File: src/hw/rtl/jsu_pkg.sv
package jsu_pkg;

	// Decoder phase codes; the codes above the trail digits are never entered.
	typedef enum logic [3:0] {
		PH_IDLE = 4'd0,
		PH_TEXT = 4'd1,
		PH_ESC  = 4'd2,
		PH_HEX1 = 4'd3,
		PH_HEX2 = 4'd4,
		PH_HEX3 = 4'd5,
		PH_HEX4 = 4'd6,
		PH_MK1  = 4'd7,
		PH_MK2  = 4'd8,
		PH_TR1  = 4'd9,
		PH_TR2  = 4'd10,
		PH_TR3  = 4'd11,
		PH_TR4  = 4'd12
	} phase_t;

	// Status carried with every result.
	typedef enum logic [1:0] {
		ST_DATA       = 2'd0,
		ST_DONE       = 2'd1,
		ST_INVALID    = 2'd2,
		ST_INCOMPLETE = 2'd3
	} status_t;

	localparam int unsigned MaxResults = 4;
	localparam int unsigned CountW     = 3;
	localparam int unsigned CodeW      = 21;

	// All results caused by one input byte. A status result is always alone
	// and carries a zero byte; data results go out from entry 0 upwards.
	typedef struct packed {
		logic [CountW-1:0]            count;
		status_t                      status;
		logic [MaxResults-1:0][7:0]   data;
	} bundle_t;

	// UTF-8 encoding of one code point into one to four bytes.
	function automatic bundle_t utf8_encode(input logic [CodeW-1:0] cp);
		bundle_t b;
		b = '0;
		b.status = ST_DATA;
		if (cp <= 21'h00007f) begin
			b.count   = 3'd1;
			b.data[0] = cp[7:0];
		end else if (cp <= 21'h0007ff) begin
			b.count   = 3'd2;
			b.data[0] = {3'b110, cp[10:6]};
			b.data[1] = {2'b10, cp[5:0]};
		end else if (cp <= 21'h00ffff) begin
			b.count   = 3'd3;
			b.data[0] = {4'b1110, cp[15:12]};
			b.data[1] = {2'b10, cp[11:6]};
			b.data[2] = {2'b10, cp[5:0]};
		end else begin
			b.count   = 3'd4;
			b.data[0] = {5'b11110, cp[20:18]};
			b.data[1] = {2'b10, cp[17:12]};
			b.data[2] = {2'b10, cp[11:6]};
			b.data[3] = {2'b10, cp[5:0]};
		end
		return b;
	endfunction

endpackage

File: src/hw/rtl/jsu_if.sv
// Input channel: one raw string byte or an end-of-input command per request.
interface jsu_in_if;
	logic       valid;
	logic       ready;
	logic       command;
	logic [7:0] in_byte;

	modport source (output valid, output command, output in_byte, input ready);
	modport sink   (input valid, input command, input in_byte, output ready);
endinterface

// Output channel: one decoded byte or one status result per request.
interface jsu_out_if;
	logic       valid;
	logic       ready;
	logic [7:0] out_byte;
	logic [1:0] status;
	logic       last;

	modport source (output valid, output out_byte, output status, output last, input ready);
	modport sink   (input valid, input out_byte, input status, input last, output ready);
endinterface

File: src/hw/rtl/jsu_decoder.sv
module jsu_decoder (
	input  logic              clk,
	input  logic              arst_n,
	input  logic              advance,
	input  logic              command,
	input  logic [7:0]        in_byte,
	output jsu_pkg::bundle_t  bundle
);
	import jsu_pkg::*;

	localparam logic [7:0] ChQuote  = 8'h22;
	localparam logic [7:0] ChBslash = 8'h5c;
	localparam logic [7:0] ChSlash  = 8'h2f;
	localparam logic [7:0] ChU      = 8'h75;

	phase_t      phase_q, phase_d;
	logic [15:0] hex_q, hex_d;
	logic [9:0]  lead_q, lead_d;
	logic        digit_bad_q, digit_bad_d;
	logic        marker_bad_q, marker_bad_d;
	logic        skip_q, skip_d;
	logic        held_q, held_d;

	logic [3:0]  nib;
	logic        nib_bad;
	logic [15:0] hex_new;
	logic        bad_new;
	logic        in_string;
	logic [CodeW-1:0] pair_cp;

	// Hex digit value of the current byte; a non-hex byte counts as zero.
	always_comb begin
		nib     = 4'd0;
		nib_bad = 1'b0;
		if (in_byte >= 8'h30 && in_byte <= 8'h39) begin
			nib = 4'(in_byte - 8'h30);
		end else if (in_byte >= 8'h61 && in_byte <= 8'h66) begin
			nib = 4'(in_byte - 8'h57);
		end else if (in_byte >= 8'h41 && in_byte <= 8'h46) begin
			nib = 4'(in_byte - 8'h37);
		end else begin
			nib_bad = 1'b1;
		end
	end

	assign hex_new   = {hex_q[11:0], nib};
	assign bad_new   = digit_bad_q | nib_bad;
	assign in_string = (phase_q >= PH_TEXT) && (phase_q <= PH_TR4);
	// The trail's low ten bits are its offset from the trail base.
	assign pair_cp   = CodeW'(21'h010000 + {1'b0, lead_q, hex_new[9:0]});

	// Next state and the results of the byte in the input stage.
	always_comb begin
		phase_d      = phase_q;
		hex_d        = hex_q;
		lead_d       = lead_q;
		digit_bad_d  = digit_bad_q;
		marker_bad_d = marker_bad_q;
		skip_d       = skip_q;
		held_d       = held_q;
		bundle       = '0;
		bundle.status = ST_DATA;

		if (command) begin
			bundle.count  = 3'd1;
			bundle.status = ST_INCOMPLETE;
			phase_d = PH_IDLE; hex_d = '0; lead_d = '0;
			digit_bad_d = 1'b0; marker_bad_d = 1'b0; skip_d = 1'b0; held_d = 1'b0;
		end else if (!in_string) begin
			phase_d = (in_byte == ChQuote) ? PH_TEXT : PH_IDLE;
			hex_d = '0; lead_d = '0;
			digit_bad_d = 1'b0; marker_bad_d = 1'b0; skip_d = 1'b0; held_d = 1'b0;
			if (in_byte != ChQuote) begin
				bundle.count  = 3'd1;
				bundle.status = ST_INVALID;
			end
		end else if (in_byte == ChQuote && !skip_q) begin
			bundle.count = 3'd1;
			if (held_q) begin
				bundle.status = ST_INVALID;
			end else if (phase_q == PH_TEXT) begin
				bundle.status = ST_DONE;
			end else begin
				bundle.status = ST_INCOMPLETE;
			end
			phase_d = PH_IDLE; hex_d = '0; lead_d = '0;
			digit_bad_d = 1'b0; marker_bad_d = 1'b0; skip_d = 1'b0; held_d = 1'b0;
		end else begin
			skip_d = !skip_q && (in_byte == ChBslash);
			if (!held_q) begin
				unique case (phase_q)
					PH_TEXT: begin
						if (in_byte == ChBslash) begin
							phase_d = PH_ESC;
						end else begin
							bundle.count   = 3'd1;
							bundle.data[0] = in_byte;
						end
					end
					PH_ESC: begin
						phase_d = PH_TEXT;
						unique case (in_byte)
							ChQuote, ChBslash, ChSlash: begin
								bundle.count   = 3'd1;
								bundle.data[0] = in_byte;
							end
							8'h6e: begin
								bundle.count   = 3'd1;
								bundle.data[0] = 8'h0a;
							end
							8'h72: begin
								bundle.count   = 3'd1;
								bundle.data[0] = 8'h0d;
							end
							8'h74: begin
								bundle.count   = 3'd1;
								bundle.data[0] = 8'h09;
							end
							8'h62: begin
								bundle.count   = 3'd1;
								bundle.data[0] = 8'h08;
							end
							8'h66: begin
								bundle.count   = 3'd1;
								bundle.data[0] = 8'h0c;
							end
							ChU: begin
								hex_d       = '0;
								digit_bad_d = 1'b0;
								phase_d     = PH_HEX1;
							end
							default: begin
								held_d = 1'b1;
							end
						endcase
					end
					PH_HEX1, PH_HEX2, PH_HEX3, PH_TR1, PH_TR2, PH_TR3: begin
						hex_d       = hex_new;
						digit_bad_d = bad_new;
						phase_d     = phase_t'(phase_q + 4'd1);
					end
					PH_HEX4: begin
						hex_d       = hex_new;
						digit_bad_d = bad_new;
						phase_d     = PH_TEXT;
						if (bad_new || (hex_new >= 16'hdc00 && hex_new <= 16'hdfff)) begin
							held_d = 1'b1;
						end else if (hex_new >= 16'hd800 && hex_new <= 16'hdbff) begin
							lead_d       = hex_new[9:0];
							marker_bad_d = 1'b0;
							phase_d      = PH_MK1;
						end else begin
							bundle = utf8_encode({5'd0, hex_new});
						end
					end
					PH_MK1: begin
						if (in_byte != ChBslash) begin
							marker_bad_d = 1'b1;
						end
						phase_d = PH_MK2;
					end
					PH_MK2: begin
						if (in_byte != ChU) begin
							marker_bad_d = 1'b1;
						end
						hex_d       = '0;
						digit_bad_d = 1'b0;
						phase_d     = PH_TR1;
					end
					PH_TR4: begin
						hex_d       = hex_new;
						digit_bad_d = bad_new;
						phase_d     = PH_TEXT;
						if (marker_bad_q || bad_new || hex_new < 16'hdc00
								|| hex_new > 16'hdfff) begin
							held_d = 1'b1;
						end else begin
							bundle = utf8_encode(pair_cp);
						end
					end
					default: begin
						phase_d = phase_q;
					end
				endcase
			end
		end
	end

	// Decoder state, updated whenever the input stage hands on its byte.
	always_ff @(posedge clk or negedge arst_n) begin
		if (!arst_n) begin
			phase_q      <= PH_IDLE;
			hex_q        <= '0;
			lead_q       <= '0;
			digit_bad_q  <= 1'b0;
			marker_bad_q <= 1'b0;
			skip_q       <= 1'b0;
			held_q       <= 1'b0;
		end else if (advance) begin
			phase_q      <= phase_d;
			hex_q        <= hex_d;
			lead_q       <= lead_d;
			digit_bad_q  <= digit_bad_d;
			marker_bad_q <= marker_bad_d;
			skip_q       <= skip_d;
			held_q       <= held_d;
		end
	end

endmodule

File: src/hw/rtl/jsu_serializer.sv
module jsu_serializer (
	input  logic              clk,
	input  logic              arst_n,
	input  logic              load,
	input  jsu_pkg::bundle_t  bundle,
	output logic              can_load,
	jsu_out_if.source         decoded
);
	import jsu_pkg::*;

	bundle_t    bundle_q;
	logic [1:0] idx_q;
	logic       busy_q;
	logic       is_last;
	logic       done_now;

	assign is_last  = ({1'b0, idx_q} == (bundle_q.count - 3'd1));
	assign done_now = busy_q && decoded.ready && is_last;
	assign can_load = !busy_q || done_now;

	// Present the current result of the held bundle.
	assign decoded.valid    = busy_q;
	assign decoded.out_byte = bundle_q.data[idx_q];
	assign decoded.status   = bundle_q.status;
	assign decoded.last     = is_last;

	// Control: a new bundle replaces the old one as its final result is taken.
	always_ff @(posedge clk or negedge arst_n) begin
		if (!arst_n) begin
			busy_q <= 1'b0;
			idx_q  <= '0;
		end else if (can_load) begin
			busy_q <= load && (bundle.count != '0);
			idx_q  <= '0;
		end else if (decoded.ready) begin
			idx_q <= idx_q + 2'd1;
		end
	end

	// Payload of the held bundle.
	always_ff @(posedge clk) begin
		if (can_load && load) begin
			bundle_q <= bundle;
		end
	end

endmodule

File: src/hw/rtl/json_string_unescape_to_utf8.sv
// JSON string unescaper with UTF-8 output.
// The text channel takes one request per byte of a quoted JSON string, the
// opening and closing quotes included; command set marks end of input.
// The decoded channel returns the unescaped string as UTF-8 bytes (status
// 0), then one status result for the string: done, invalid or incomplete.
// A request gives zero to four results, and last marks the final one.
// A request is registered in the input stage, then decoded into a result
// register, from which its first result is presented.
// One request enters every cycle while each gives at most one result and
// the receiver is ready; a request giving n results holds the result
// register until its final result is taken, as the decoded channel moves
// one result per cycle while the receiver is ready.
// When the receiver stalls, the result register and then the input stage
// fill, and text.ready falls until the final held result is taken.
// Reset clears all decoder state: the block waits for an opening quote,
// and nothing is held in either stage.
module json_string_unescape_to_utf8 (
	input  logic      clk,
	input  logic      arst_n,
	jsu_in_if.sink    text,
	jsu_out_if.source decoded
);
	import jsu_pkg::*;

	logic       valid_s1;
	logic       command_s1;
	logic [7:0] byte_s1;
	logic       can_load;
	logic       advance;
	bundle_t    bundle;

	assign advance    = valid_s1 && can_load;
	assign text.ready = !valid_s1 || advance;

	// Input stage control.
	always_ff @(posedge clk or negedge arst_n) begin
		if (!arst_n) begin
			valid_s1 <= 1'b0;
		end else if (text.ready) begin
			valid_s1 <= text.valid;
		end
	end

	// Input stage payload.
	always_ff @(posedge clk) begin
		if (text.ready && text.valid) begin
			command_s1 <= text.command;
			byte_s1    <= text.in_byte;
		end
	end

	jsu_decoder u_decoder (
		.clk     (clk),
		.arst_n  (arst_n),
		.advance (advance),
		.command (command_s1),
		.in_byte (byte_s1),
		.bundle  (bundle)
	);

	jsu_serializer u_serializer (
		.clk      (clk),
		.arst_n   (arst_n),
		.load     (advance),
		.bundle   (bundle),
		.can_load (can_load),
		.decoded  (decoded)
	);

endmodule
File: src/flat_wrapper.sv
// flat-port wrapper written by rule: the top's interface ports become plain ports
module json_string_unescape_to_utf8_flat import jsu_pkg::*;
  (clk, arst_n, text_valid, text_command, text_in_byte, text_ready, decoded_valid, decoded_out_byte, decoded_status, decoded_last, decoded_ready);
  jsu_in_if text_i ();
  jsu_out_if decoded_i ();
  input  logic clk;
  input  logic arst_n;
  input wire logic [$bits(text_i.valid)-1:0] text_valid;
  input wire logic [$bits(text_i.command)-1:0] text_command;
  input wire logic [$bits(text_i.in_byte)-1:0] text_in_byte;
  output wire logic [$bits(text_i.ready)-1:0] text_ready;
  output wire logic [$bits(decoded_i.valid)-1:0] decoded_valid;
  output wire logic [$bits(decoded_i.out_byte)-1:0] decoded_out_byte;
  output wire logic [$bits(decoded_i.status)-1:0] decoded_status;
  output wire logic [$bits(decoded_i.last)-1:0] decoded_last;
  input wire logic [$bits(decoded_i.ready)-1:0] decoded_ready;
  assign text_i.valid = text_valid;
  assign text_i.command = text_command;
  assign text_i.in_byte = text_in_byte;
  assign text_ready = text_i.ready;
  assign decoded_valid = decoded_i.valid;
  assign decoded_out_byte = decoded_i.out_byte;
  assign decoded_status = decoded_i.status;
  assign decoded_last = decoded_i.last;
  assign decoded_i.ready = decoded_ready;
  json_string_unescape_to_utf8 u_core (.clk(clk), .arst_n(arst_n), .text(text_i), .decoded(decoded_i));
endmodule
File: config.mk
export PLATFORM = sky130hd
export DESIGN_NAME = json_string_unescape_to_utf8_flat
export DESIGN_NICKNAME = d
export VERILOG_FILES = /design/src/hw/rtl/jsu_pkg.sv /design/src/hw/rtl/jsu_if.sv /design/src/hw/rtl/jsu_decoder.sv /design/src/hw/rtl/jsu_serializer.sv /design/src/hw/rtl/json_string_unescape_to_utf8.sv /design/src/flat_wrapper.sv
export SDC_FILE = /design/constraint.sdc
export NUM_CORES = 1
export LEC_CHECK = 0
export ABC_AREA = 1
export ABC_CLOCK_PERIOD_IN_PS = 2800
export BUFFER_PORTS_ARGS = -buffer_cell sky130_fd_sc_hd__buf_2
export CAP_MARGIN = 40
export CORE_ASPECT_RATIO = 0.6
export CORE_MARGIN = 2
export CORE_UTILIZATION = 55
export CTS_CLUSTER_DIAMETER = 50
export CTS_CLUSTER_SIZE = 14
export DETAILED_ROUTE_END_ITERATION = 12
export PLACE_DENSITY = 0.77
export SETUP_SLACK_MARGIN = 0.15
export SLEW_MARGIN = 20
export SYNTH_ARGS = -nofsm -noshare
export SYNTH_HDL_FRONTEND = slang
export SYNTH_SLANG_ARGS = --single-unit
File: constraint.sdc
create_clock -name clk -period 2.8 [get_ports clk]
set_input_delay 0.56 -clock clk [delete_from_list [all_inputs] [get_ports clk]]
set_output_delay 0.56 -clock clk [all_outputs]
set_load 0.005 [all_outputs]
==> results.py, run 1 <==
metrics = {
    "run_status": {
        "status": "complete, but fails checks",
        "violations": "setup timing",
    },
    "hold_path": {
        "hp-class": "in2async",
    },
    "layout": {
        "antenna_cells": 0,
        "drive_gt1_share_pct": 30.21,
        "syn_to_final_growth_pct": 29.55,
        "num-fill-cells": 693,
        "layout_common_cells": "100 x nand2_1, 89 x inv_1, 72 x nor2_1, 72 x buf_4, 43 x edfxtp_1",
        "finish.net_count": 787,
        "fin_cells": 884,
        "final_common_cell": "nand2_1",
    },
    "grt": {
        "grt_first_pass_wirelength_um": 26480,
        "grt_max_degree": 35,
        "grt_pass1_vias": 4840,
        "antenna_found_initial": 0,
        "gr-total-overflow": 0,
        "grtUsageTotal_pct": 34.93,
    },
    "synth": {
        "avgSynthCellArea_um2": 7.689,
        "ys_seq_area_share_pct": 42.08,
        "yosysWarnings": 0,
        "synth_cells": 662,
        "yosysUniqueCellTypes": 40,
        "synthesis.area_um2": 5090,
        "syn_nets": 686,
        "synth-seq-cells": 77,
    },
    "die": {
        "row_count": 27,
        "die_y_um": 78.52,
        "die_x_um": 128.2,
        "floorplan.die_area_um2": 10060,
        "core_area_um2": 9087,
        "start_util_pct": 56.01,
        "boundaryPins": 26,
    },
    "route": {
        "routed_wl_um": 17770,
        "drt-initial-drc-count": 660,
        "drtAntennaViolNets": 0,
        "route.detailed.drc": 0,
        "wl_per_cell_um": 20.10,
        "num_vias": 5425,
        "viasPerCell": 6.137,
        "first_pass_iters": 8,
    },
    "timing": {
        "tightestPinTransition_ps": 496.8,
        "skew_ps": 12.14,
        "setup_viol": 31,
        "slew_headroom_pct": 66.85,
        "max_freq_mhz": 331.8,
        "tns_ps": -3485,
        "setup_ws_ps": -213.8,
        "rsz0062_at_grt": "true",
        "maxSlewViolCount": 0,
        "finalCriticalPeriod_ps": 3014,
        "hold_viol": 0,
        "period_share_pct": 107.6,
    },
    "cts": {
        "root_buffer": "clkbuf_16",
        "h-tree-depth": 3,
        "clockBufferDepth": 2,
        "path_clk_slew_ps": 70,
        "cts_tree": "built",
        "ctsHoldBuffers": 0,
        "cts-buffers-inserted": 9,
        "clk_latency_ps": 350,
        "clock-sinks": 77,
    },
    "power": {
        "p_int_w": 0.003319,
        "swShare_pct": 48.22,
        "power_density_nw_per_um2": 972.0,
        "p_leak_nw": 2.903,
        "seqPwrFrac_pct": 30.2,
        "ir_drop_mv": 0.6529,
        "switchingPower_w": 0.003091,
        "power_frac_comb_pct": 52.1,
        "clock_power_share_pct": 17.6,
    },
    "critical_path": {
        "reg2reg_slack_ps": -210,
        "path_buf_inv": 4,
        "cpPeakStageDelay_ps": 420,
        "critPathKind": "reg2reg",
        "critPathMaxFanout": 7,
        "rr_startpoint": "u_core.byte_s1[0]",
        "r2r-end": "u_core.u_serializer.bundle_q[16]",
        "critPathCaptureType": "flop",
        "cp_slowest_cell": "edfxtp_1",
        "worst_ep_arrival_time_ps": 3200,
        "crit_family": "simple AND/OR/NAND/NOR gates",
        "reg2reg_depth": 19,
        "worst_ep_required_time_ps": 2980,
        "cp_cell_sequence": "inv_2 > ha_4 > inv_6 > nand3_4 > nand3_4 > nand2_2 > nand2_2 > nand2_1 > nor2_1 > nand2_1 > nor2_4 > inv_2 > o211ai_4 > nand2_4 > nor2_4 > inv_2 > nor2_4 > nand2_4 > o22ai_1",
        "critPathLaunchType": "flop",
    },
    "placed_design": {
        "dp.cells": 840,
        "dp_hpwl_um": 12740,
        "place.gp.congestion": 1.009,
        "io_buffers": 25,
    },
    "job": {
        "drv_cap": 0,
    },
}
==> worst max-delay path by stage <==
stage	from	to	slack, ps	depth (start not counted)
after floorplan	u_core.byte_s1[0]	u_core.u_serializer.bundle_q[0]	220	20
after global placement	u_core.byte_s1[1]	u_core.u_serializer.bundle_q[9]	50	18
after detailed placement	u_core.byte_s1[1]	u_core.u_serializer.bundle_q[7]	-170	20
after CTS	u_core.byte_s1[0]	u_core.u_serializer.decoded.valid	120	22
after global routing	u_core.byte_s1[0]	u_core.u_serializer.bundle_q[16]	-320	19
final	u_core.byte_s1[0]	u_core.u_serializer.bundle_q[16]	-210	19
==> sequential cells by signal, summed over array words and instances, names as in the netlist <==
name,cells
u_core.u_serializer.decoded.valid,1
u_core.u_serializer.idx_q,2
u_core.u_decoder.digit_bad_q,1
u_core.u_decoder.lead_q,10
u_core.command_s1,1
u_core.u_serializer.bundle_q,32
u_core.u_decoder.held_q,1
u_core.u_serializer.decoded.status,2
u_core.u_decoder.marker_bad_q,1
u_core.byte_s1,8
u_core.u_decoder.phase_q,4
u_core.u_decoder.skip_q,1
u_core.valid_s1,1
u_core.u_decoder.hex_q,12
==> stage by stage <==
| step | util [%] | area, um2 | hold slack, ps | setup WS (ps) | power (W) |
|---|---|---|---|---|---|
| after detailed placement | 62.54 | 5683 | 503.3 | -173.7 | 0.004739 |
| after global placement | 62.54 | 5683 | 491.6 | 51.25 | 0.004731 |
| after CTS | 67.31 | 6117 | 351.4 | 116.4 | 0.005955 |
| after floorplan | - | 5090 | 264.4 | 224.4 | 0.003593 |
| after global routing | 72.56 | 6594 | 162.9 | -323.2 | 0.006755 |
| final | 72.56 | 6594 | 136.0 | -213.8 | 0.006410 |
==> metal layers <==
layer,GRT usage [%],vias to the layer above,wire (um)
li1,-,2463,-
met1,52.86,2507,7723
met3,11.93,52,2595
met2,47.50,403,7019
met4,8.132,0,429
met5,0,-,0
==> power groups by stage <==
stage                     clock [W]  combinational (W)  sequential, W
after global placement            0            0.00283        0.00190
final                       0.00113            0.00334        0.00194
after global routing        0.00117            0.00363        0.00196
after detailed placement          0            0.00283        0.00191
after floorplan                   0            0.00185        0.00174
after CTS                   0.00113            0.00294        0.00188
==> cell usage after synthesis (all sizes together) <==
library cell	n	area (um2)
a211oi	1	7.510
a21oi	38	190.2
a221oi	1	8.760
a22oi	6	45.04
a31o	1	8.760
a31oi	9	56.30
buf	9	65.06
clkbuf	8	30.03
clkinv	1	5.000
dfrtp	34	850.8
edfxtp	43	1291
ha	11	137.6
inv	110	412.9
nand2	126	513.0
nand3	42	240.2
nand4	13	81.33
nor2	91	379.1
nor3	12	76.33
nor4	8	65.06
o211ai	5	51.30
o21a	1	7.510
o21ai	43	215.2
o221ai	11	96.34
o22ai	30	187.7
o31ai	2	15.01
xnor2	2	17.52
xor2	4	35.03
==> cells by family after synthesis <==
family | after synthesis | share of synthesized area, %
xor+xnor | 6 | 1.032
compound gates | 148 | 17.48
flops | 77 | 42.08
buf+inv | 128 | 10.08
fa+ha+maj | 11 | 2.704
simple gates | 292 | 26.62
==> final cells by class <==
cell class | count | area, um2 | area share [%]
Clock buffer | 9 | 225.2 | 3.416
Clock inverter | 7 | 56.30 | 0.8539
Inverter | 111 | 431.7 | 6.546
Multi-Input combinational cell | 459 | 2819 | 42.75
Sequential cell | 77 | 2142 | 32.49
Tap cell | 116 | 145.1 | 2.201
Timing Repair Buffer | 105 | 774.5 | 11.75
==> what timing repair did <==
item / CTS / global route
gates resized for setup: 28 / 84
setup buffers: 7 / 18
endpoints found under the setup margin: 56 / 60
gates cloned: 1 / 1
pin swaps: 9 / 25
hold endpoints to repair: 0 / 0
(Power assumes the default switching activity.)
==> run 2, diff against run 1 <==
SKIP_LAST_GASP = 1   (was unset)
==> results.py, run 2 (synthesis results as in run 1) <==
metrics = {
    "run_status": {
        "status": "complete, but fails checks",
        "violations": "setup timing",
    },
    "die": {
        "floorplan.die_area_um2": 10060,
        "row_count": 27,
        "die_y_um": 78.52,
        "start_util_pct": 56.01,
        "boundaryPins": 26,
        "die_x_um": 128.2,
        "core_area_um2": 9087,
    },
    "placed_design": {
        "dp_hpwl_um": 12740,
        "place_area_um2": 5683,
        "io_buffers": 25,
        "place.gp.congestion": 1.009,
    },
    "route": {
        "viasPerCell": 6.104,
        "first_pass_iters": 6,
        "wl_per_cell_um": 20.09,
        "route.detailed.drc": 0,
        "drtAntennaViolNets": 0,
        "routed_wl_um": 17760,
        "num_vias": 5396,
        "drt-initial-drc-count": 649,
    },
    "critical_path": {
        "cp_cell_sequence": "inv_2 > ha_4 > inv_6 > nand3_4 > nand3_4 > nand2_2 > nand2_2 > nand2_1 > nor2_1 > nand2_1 > nor2_4 > inv_2 > o211ai_4 > nand2_4 > nor2_4 > inv_2 > nor2_4 > nand2_4 > o22ai_1",
        "path_buf_inv": 4,
        "critPathLaunchType": "flop",
        "crit_family": "simple AND/OR/NAND/NOR gates",
        "cpPeakStageDelay_ps": 420,
        "worst_ep_required_time_ps": 2980,
        "critPathKind": "reg2reg",
        "critPathCaptureType": "flop",
        "cp_slowest_cell": "edfxtp_1",
        "critPathMaxFanout": 7,
        "worst_ep_arrival_time_ps": 3190,
    },
    "cts": {
        "ctsHoldBuffers": 0,
        "h-tree-depth": 3,
        "cts-buffers-inserted": 9,
        "clock-sinks": 77,
        "clk_latency_ps": 350,
        "root_buffer": "clkbuf_16",
        "cts_tree": "built",
        "path_clk_slew_ps": 70,
        "clockBufferDepth": 2,
    },
    "layout": {
        "final_common_cell": "nand2_1",
        "seqCellArea_um2": 2142,
        "antenna_cells": 0,
        "multi_input_area_um2": 2791,
        "layout_common_cells": "100 x nand2_1, 89 x inv_1, 72 x nor2_1, 72 x buf_4, 43 x edfxtp_1",
        "fin_area_um2": 6566,
        "drive_gt1_share_pct": 29.82,
        "syn_to_final_growth_pct": 29.01,
        "largest_register_ffs": 32,
        "num-fill-cells": 698,
        "reg_top3": "u_core.u_serializer.bundle_q: 32 flops, u_core.u_decoder.hex_q: 12 flops, u_core.u_decoder.lead_q: 10 flops",
        "finish.net_count": 787,
        "largest_register": "u_core.u_serializer.bundle_q",
    },
    "grt": {
        "grt_max_degree": 35,
        "antenna_found_initial": 0,
        "gr-total-overflow": 0,
        "grtUsageTotal_pct": 34.93,
        "grt_first_pass_wirelength_um": 26480,
        "grt_pass1_vias": 4840,
    },
    "job": {
        "drv_cap": 0,
    },
    "power": {
        "p_leak_nw": 2.901,
        "ir_drop_mv": 0.6560,
        "power_density_nw_per_um2": 973.7,
    },
    "hold_path": {
        "hp-class": "in2async",
    },
    "timing": {
        "period_share_pct": 107.6,
        "setup_viol": 31,
        "tightestPinTransition_ps": 467.4,
        "hold_viol": 0,
        "slew_headroom_pct": 68.80,
        "maxSlewViolCount": 0,
        "tns_ps": -3509,
        "setup_ws_ps": -211.7,
        "max_freq_mhz": 332.0,
        "rsz0062_at_grt": "true",
        "finalCriticalPeriod_ps": 3012,
        "skew_ps": 10.60,
    },
}
[run 2: power by group]
part	switching [W]	internal, W	leakage, nW	total, W
clock network	0.000516	0.000612	0.137	0.00113
logic	0.00216	0.00116	1.91	0.00333
registers	0.000397	0.00154	0.851	0.00194
[run 2: final timing paths]
kind                                   start                           endpoint  slack [ps]  cells after the start
setup / recovery           u_core.byte_s1[0]   u_core.u_serializer.bundle_q[16]        -210                     19
hold / removal                        arst_n          u_core.u_decoder.hex_q[9]         130                      1
setup reg to reg           u_core.byte_s1[0]   u_core.u_serializer.bundle_q[16]        -210                     19
hold reg to reg              u_core.valid_s1  u_core.u_serializer.decoded.valid         530                      2
max in group asynchronous             arst_n       u_core.u_serializer.idx_q[1]        2210                      2
min in group clk             text_in_byte[1]                  u_core.byte_s1[1]         390                      1
[run 2: through the flow]
step | power, W | utilization, % | std cells | hold WS (ps) | setup WS (ps)
floorplan | 0.003593 | - | 662 | 264.4 | 224.4
global placement | 0.004731 | 62.54 | 840 | 491.6 | 51.25
detailed placement | 0.004739 | 62.54 | 840 | 503.3 | -173.7
CTS | 0.005955 | 67.31 | 864 | 351.4 | 116.4
global route | 0.006735 | 72.26 | 884 | 162.9 | -322.7
finish | 0.006394 | 72.26 | 884 | 135.0 | -211.7
[run 2: timing repair]
item                                    4_1_cts  5_1_grt
hold endpoints to repair                      0        0
resized for setup                            28       78
gates cloned                                  1        1
endpoints found under the setup margin       56       60
buffers inserted                              7       18
pin swaps                                     9       25
[run 2: worst register-to-register path, delay by kind of cell, from the launching register on]
family / cells / cell delay (ps)
AOI/OAI and AO/OA: 2 / 450
buffers and inverters: 4 / 310
adders and majority gates: 1 / 190
DFF: 1 / 420
and+or+nand+nor: 12 / 1470
[run 2: area by class of cell]
| class | count | area share [%] |
|---|---|---|
| Clock buffer | 9 | 3.430 |
| Clock inverter | 7 | 0.8575 |
| Inverter | 111 | 6.574 |
| Multi-Input combinational cell | 459 | 42.51 |
| Sequential cell | 77 | 32.62 |
| Tap cell | 116 | 2.210 |
| Timing Repair Buffer | 105 | 11.79 |
[run 2: per-layer routing]
layer | GRT usage, % | share of wire (%) | up-vias
met5 | 0 | 0 | -
met4 | 8.132 | 2.6 | 0
met3 | 11.93 | 15 | 60
met2 | 47.50 | 39 | 407
met1 | 52.86 | 44 | 2468
li1 | - | - | 2461
